`src/hdl/palette_nearest_color_engine_top_assert.svh`:
```
// Assertion macros for the palette search engine.
// Bodies use the enclosing module's clk and arst_n.
`ifndef PALETTE_NEAREST_COLOR_ENGINE_TOP_ASSERT_SVH
`define PALETTE_NEAREST_COLOR_ENGINE_TOP_ASSERT_SVH

`ifndef NO_ASSERTIONS
`define PNCE_ASSERT_NOW(label, ante, cons) \
	label: assert property (@(posedge clk) disable iff (!arst_n) (ante) |-> (cons)) \
		else $error("pnce assertion failed");
`define PNCE_ASSERT_NEXT(label, ante, cons) \
	label: assert property (@(posedge clk) disable iff (!arst_n) (ante) |=> (cons)) \
		else $error("pnce assertion failed");
`else
`define PNCE_ASSERT_NOW(label, ante, cons)
`define PNCE_ASSERT_NEXT(label, ante, cons)
`endif

`endif

```
`src/hdl/pnce_pkg.sv`:
```
`timescale 1ns / 1ps
package pnce_pkg;

	localparam int IN_W   = 32;
	localparam int OUT_W  = 24;
	localparam int DIST_W = 18;
	localparam logic [DIST_W-1:0] DIST_MAX = '1;

	localparam logic [15:0] RED_MASK   = 16'hF800;
	localparam logic [15:0] GREEN_MASK = 16'h07E0;
	localparam logic [15:0] BLUE_MASK  = 16'h001F;
	localparam int STORE_DEPTH = 256;

	typedef enum logic [1:0] {
		FUNC_WRITE  = 2'd0,
		FUNC_READ   = 2'd1,
		FUNC_SEARCH = 2'd2
	} func_t;

	typedef enum logic [2:0] {
		ST_IDLE,
		ST_WRITE,
		ST_READ,
		ST_SEARCH,
		ST_DRAIN,
		ST_FINISH
	} state_t;

	typedef struct packed {
		logic load;
		logic wr;
		logic rd_issue;
		logic rd_use_cnt;
		logic cnt_clr;
		logic cnt_inc;
		logic best_clr;
		logic out_load;
	} cmd_t;

	typedef struct packed {
		logic busy;
		logic cnt_last;
		logic out_full;
	} sts_t;

	function automatic logic [15:0] sq_diff(logic [7:0] a, logic [7:0] b);
		logic [7:0] d;
		d = (a > b) ? (a - b) : (b - a);
		return 16'(d) * 16'(d);
	endfunction

endpackage

```
`src/hdl/pnce_ctrl.sv`:
```
`timescale 1ns / 1ps
module pnce_ctrl (
	input  logic            clk,
	input  logic            arst_n,
	input  logic            req_valid,
	output logic            req_ready,
	input  pnce_pkg::func_t req_func,
	input  pnce_pkg::sts_t  sts,
	output pnce_pkg::cmd_t  cmd
);
	import pnce_pkg::*;

	state_t state_q, state_d;

	always_ff @(posedge clk or negedge arst_n) begin
		if (!arst_n) begin
			state_q <= ST_IDLE;
		end else begin
			state_q <= state_d;
		end
	end

	always_comb begin
		state_d   = state_q;
		cmd       = '0;
		req_ready = 1'b0;
		case (state_q)
			ST_IDLE: begin
				req_ready = 1'b1;
				if (req_valid) begin
					cmd.load = 1'b1;
					case (req_func)
						FUNC_WRITE:  state_d = ST_WRITE;
						FUNC_READ:   state_d = ST_READ;
						FUNC_SEARCH: begin
							cmd.cnt_clr  = 1'b1;
							cmd.best_clr = 1'b1;
							state_d      = ST_SEARCH;
						end
						default:     state_d = ST_IDLE;
					endcase
				end
			end
			ST_WRITE: begin
				cmd.wr  = 1'b1;
				state_d = ST_IDLE;
			end
			ST_READ: begin
				cmd.rd_issue = 1'b1;
				state_d      = ST_FINISH;
			end
			ST_SEARCH: begin
				cmd.rd_issue   = 1'b1;
				cmd.rd_use_cnt = 1'b1;
				cmd.cnt_inc    = 1'b1;
				if (sts.cnt_last) begin
					state_d = ST_DRAIN;
				end
			end
			ST_DRAIN: begin
				if (!sts.busy) begin
					state_d = ST_FINISH;
				end
			end
			ST_FINISH: begin
				if (!sts.out_full) begin
					cmd.out_load = 1'b1;
					state_d      = ST_IDLE;
				end
			end
			default: state_d = ST_IDLE;
		endcase
	end

endmodule

```
`config.mk`:
```
export PLATFORM = sky130hd
export DESIGN_NAME = pnce_ctrl
export DESIGN_NICKNAME = d
export VERILOG_FILES = /design/src/hdl/palette_nearest_color_engine_top_assert.svh /design/src/hdl/pnce_pkg.sv /design/src/hdl/pnce_ctrl.sv
export SDC_FILE = /design/constraint.sdc
export NUM_CORES = 1
export LEC_CHECK = 0
export ABC_AREA = 1
export BUFFER_PORTS_ARGS = -buffer_cell sky130_fd_sc_hd__buf_2
export CORE_AREA = 4 4 41 43
export DETAILED_ROUTE_END_ITERATION = 8
export DIE_AREA = 0 0 45 47
export GPL_TIMING_DRIVEN = 0
export PLACE_DENSITY = 0.47
export SYNTH_ARGS = -nofsm -noshare
export SYNTH_HDL_FRONTEND = slang
export SYNTH_SLANG_ARGS = --single-unit
```
`constraint.sdc`:
```
create_clock -name clk -period 2 [get_ports clk]
set_clock_uncertainty 0.1 [all_clocks]
set_input_delay 0.4 -clock clk [delete_from_list [all_inputs] [get_ports clk]]
set_output_delay 0.4 -clock clk [all_outputs]
set_load 0.02 [all_outputs]
```
Word-level counts from Yosys, hierarchy flattened

Index checks and enable logic that the tools add are counted.

Register bits after elaboration: 3
Bits in latches: 0
Bits in writable memories: 0
ROM bits: 0
Input bits: 8
Memories: 0

Add/subtract/negate cells: 0
Multiply operators: 0
Divide/modulo/power cells: 0
$lt $le $gt $ge: 0
Equality and inequality tests: 11
Shifts and indexed selects: 0
Mux-type cells: 17
Bitwise gates (word level): 0
Reduce and logical (&&, ||, !) cells: 4

Operators with widths:

| kind                                                            | number |
|---|---|
| 3-bit case mux with 5 select lines                              | 1 |
| 3-bit 2-to-1 mux                                                | 4 |
| 1-bit 2-to-1 mux                                                | 11 |
| 2-bit != test, second input constant                            | 4 |
| 3-bit by 2-bit == test with 1-bit output, second input constant | 2 |
| 3-bit == test, second input constant                            | 2 |
| 2-bit case mux with 3 select lines                              | 1 |
| 4-bit AND reduction                                             | 1 |
| 3-bit by 1-bit == test with 1-bit output, second input constant | 1 |
| 3-bit zero test                                                 | 1 |
| 2-bit by 1-bit == test with 1-bit output, second input constant | 1 |
| 2-bit == test, second input constant                            | 1 |
| 2-bit zero test                                                 | 1 |
| 2-bit OR reduction                                              | 1 |

Depth between registers and ports, before layout

Depth in word-level cells: 4
Mapped depth: 7
Mapped depth without buffers: 6

Least setup slack after synthesis

Ideal clock, no wire load.

Path kind: reg-to-output
From: reg state_q[2]
To: out cmd[4] (netlist bit)
Data arrival time: 1473 ps
Setup slack: 27 ps
Stages on the path, launching flop included: 6
Path buffers: 2
Cell sequence: dfrtp_1 -> buf_4 -> nor2_1 -> inv_1 -> nor2_1 -> buf_4

RTL lines:

| item                   | RTL line        | RTL |
|---|---|---|
| from (decl)            | pnce_ctrl.sv:13 | `state_t state_q, state_d;` |
| from (signal assigned) | pnce_ctrl.sv:19 | `state_q <= state_d;` |
| to (decl)              | pnce_ctrl.sv:9  | `output pnce_pkg::cmd_t cmd` |

==> results_dict.tcl <==
set metrics [dict create \
    outcome "complete, no violations" \
    rr_endpoint "state_q[2]$_DFFE_PN0P_" \
    critPathMaxFanout 6 \
    min_period_ns 1.828 \
    grt_max_degree 9 \
    yosysUniqueCellTypes 16 \
    rsz0062_at_grt "no" \
    drtPass1Iterations 2 \
    largest_reg_flops 3 \
    ant_nets 0 \
    reg2reg_from "state_q[1]$_DFFE_PN0P_" \
    register_area_um2 75.07 \
    fillers 162 \
    syn_to_final_growth_pct 44.36 \
    fin_tns_setup_ns 0 \
    core_um2 1301 \
    seq_area_frac_synth 0.2335 \
    cts_buffer_depth 2 \
    pin_count 17 \
    routed-wl-met2_um 388 \
    ir_worst_vdd_mv 0.3597 \
    period_share 0.9139 \
    drtIter0Drc 1 \
    drv_slew 0 \
    m1WireLength_um 314 \
    syn_avg_cell_area_um2 6.431 \
    drive_gt1_frac 0.4085 \
    worstMarginPinSlew_ns 0.2167 \
    post_drt_wl_per_cell_um 8.814 \
    whs_ns 0.3869 \
    rrSetupSlack_ns 0.76 \
    reg.largest.list "state_q: 3 flops" \
    clkTransAtPathRegs_ns 0.04 \
    arrival_ns 1.33 \
    required_ns 1.50 \
    dp_cells 81 \
    die_h_um 47 \
    grt_pass1_vias 322 \
    leakage_nw 0.2900 \
    nets 83 \
    endpoint "cmd[4]" \
    min_path_type "primary input to async pin" \
    crit_start "state_q[1]$_DFFE_PN0P_" \
    antenna_found_initial 0 \
    synth_area_leaders "dfrtp_1 23%, ha_1 12%, nand2_1 12%" \
    finalHoldViolCount 0 \
    cp-start-kind "register" \
    yosys.area.top_type_share 0.2335 \
    topRoutingLayerUsed "met3" \
    cts-root-buf "clkbuf_4" \
    reg2regPathDepth 6 \
    wl_met3_um 56 \
    yosys_warnings 0 \
    die_w_um 45 \
    die_area_um2 2115 \
    path_class "register to output port" \
    synth_area_leader_cell "dfrtp_1" \
    slew_headroom 0.8542 \
    layout_common_cells "16 x buf_2, 9 x inv_1, 9 x nand2_1" \
    synth_nets 61 \
    multi_input_area_um2 193.9 \
    antennaDiodeCount 0 \
    cap_violations 0 \
    rows 13 \
    start_util 0.2471 \
    grt_pass1_wl_um 1290 \
    place.gp.congestion 0.6986 \
    regMostFlops "state_q" \
    tritoncts "yes" \
    setup_ws_ns 0.1722 \
    cts_buffers 3 \
    grt_overflow_total 0 \
    clkLatencyLatePin_ns 0.23 \
    finalSetupViolCount 0 \
    wirelength_um 758 \
    port_buffers 16 \
    cts.sinks 3 \
    power_density_nw_per_um2 1408 \
    layout_commonest_cell "buf_2" \
    htree_levels 1 \
    grt_usage 0.08452 \
    ys_seq_elements 3 \
    synth_area_um2 321.6 \
    routed_via_density 4.221 \
    instances_no_fill 86 \
    vias 363 \
    place_hpwl_um 644.3 \
    drcViolationCount 0 \
    synthCells 50 \
    fmax_ghz 0.5471 \
    endpoint_kind "output port" \
    place_ws_ns 0.2909 \
]
-- what timing repair did --
item,CTS,global route
setup buffers,0,0
hold buffers,1,0
setup endpoints to repair,0,1
resized for setup,0,3
endpoints found under the hold margin,3,0
-- worst min-delay path by stage --
stage,cells past startpoint,slack (ns),end
floorplan,0,0.004,state_q[0]$_DFFE_PN0P_
global placement,1,0.1,state_q[1]$_DFFE_PN0P_
detailed placement,1,0.10,state_q[1]$_DFFE_PN0P_
CTS,2,0.38,state_q[2]$_DFFE_PN0P_
global route,2,0.38,state_q[2]$_DFFE_PN0P_
finish,2,0.39,state_q[2]$_DFFE_PN0P_
-- synth_stat cells, drive strengths merged --
cell type	instances
o21bai	1
nor2	8
nand2	12
nand3	2
nor4	1
o21ai	3
ha	3
dfrtp	3
a21oi	1
nor3	1
buf	3
nand4	2
inv	10
-- report_power, final --
part	switching (mW)	internal, mW
combinational	0.276	0.148
clock	0.0319	0.0748
sequential	0.0329	0.0897
total	0.341	0.313
-- per-layer routing --
metal	vias to the layer above	global-route usage
li1	196	-
met1	159	0.09545
met2	8	0.1384
met3	0	0.04981
met4	0	0.01754
met5	-	0
-- final cells by class --
class | count | share of cell area
multi-input cells | 34 | 0.4178
repair buffers | 17 | 0.1941
flip-flops and latches | 3 | 0.1617
inverters | 10 | 0.08086
clock buffers | 4 | 0.05660
plain buffers | 3 | 0.04852
well taps | 15 | 0.04043
-- cells by family after synthesis --
logic type / share of synthesized area
flops: 0.2335
simple gates: 0.3774
buf+inv: 0.1867
compound gates: 0.08558
fa+ha+maj: 0.1167
-- metrics by stage --
| step | instance area [um^2] | total power [mW] | util |
|---|---|---|---|
| 5_1_grt | 464.2 | 0.7256 | 0.3567 |
| 6_report | 464.2 | 0.6536 | 0.3567 |
| 3_5_place_dp | 420.4 | 0.5334 | 0.3231 |
| 2_1_floorplan | 321.6 | 0.4220 | - |
| 3_3_place_gp | 420.4 | 0.5382 | 0.3231 |
| 4_1_cts | 456.7 | 0.6521 | 0.3510 |
-- worst max-delay path: stages (launching register included) --
cell and delay (ns):
dfrtp_1 0.44, inv_1 0.10, nor2_1 0.12, inv_1 0.06, nor2_1 0.11, buf_4 0.12, buf_2 0.15
Note: power is estimated with default switching activity, not from simulation.
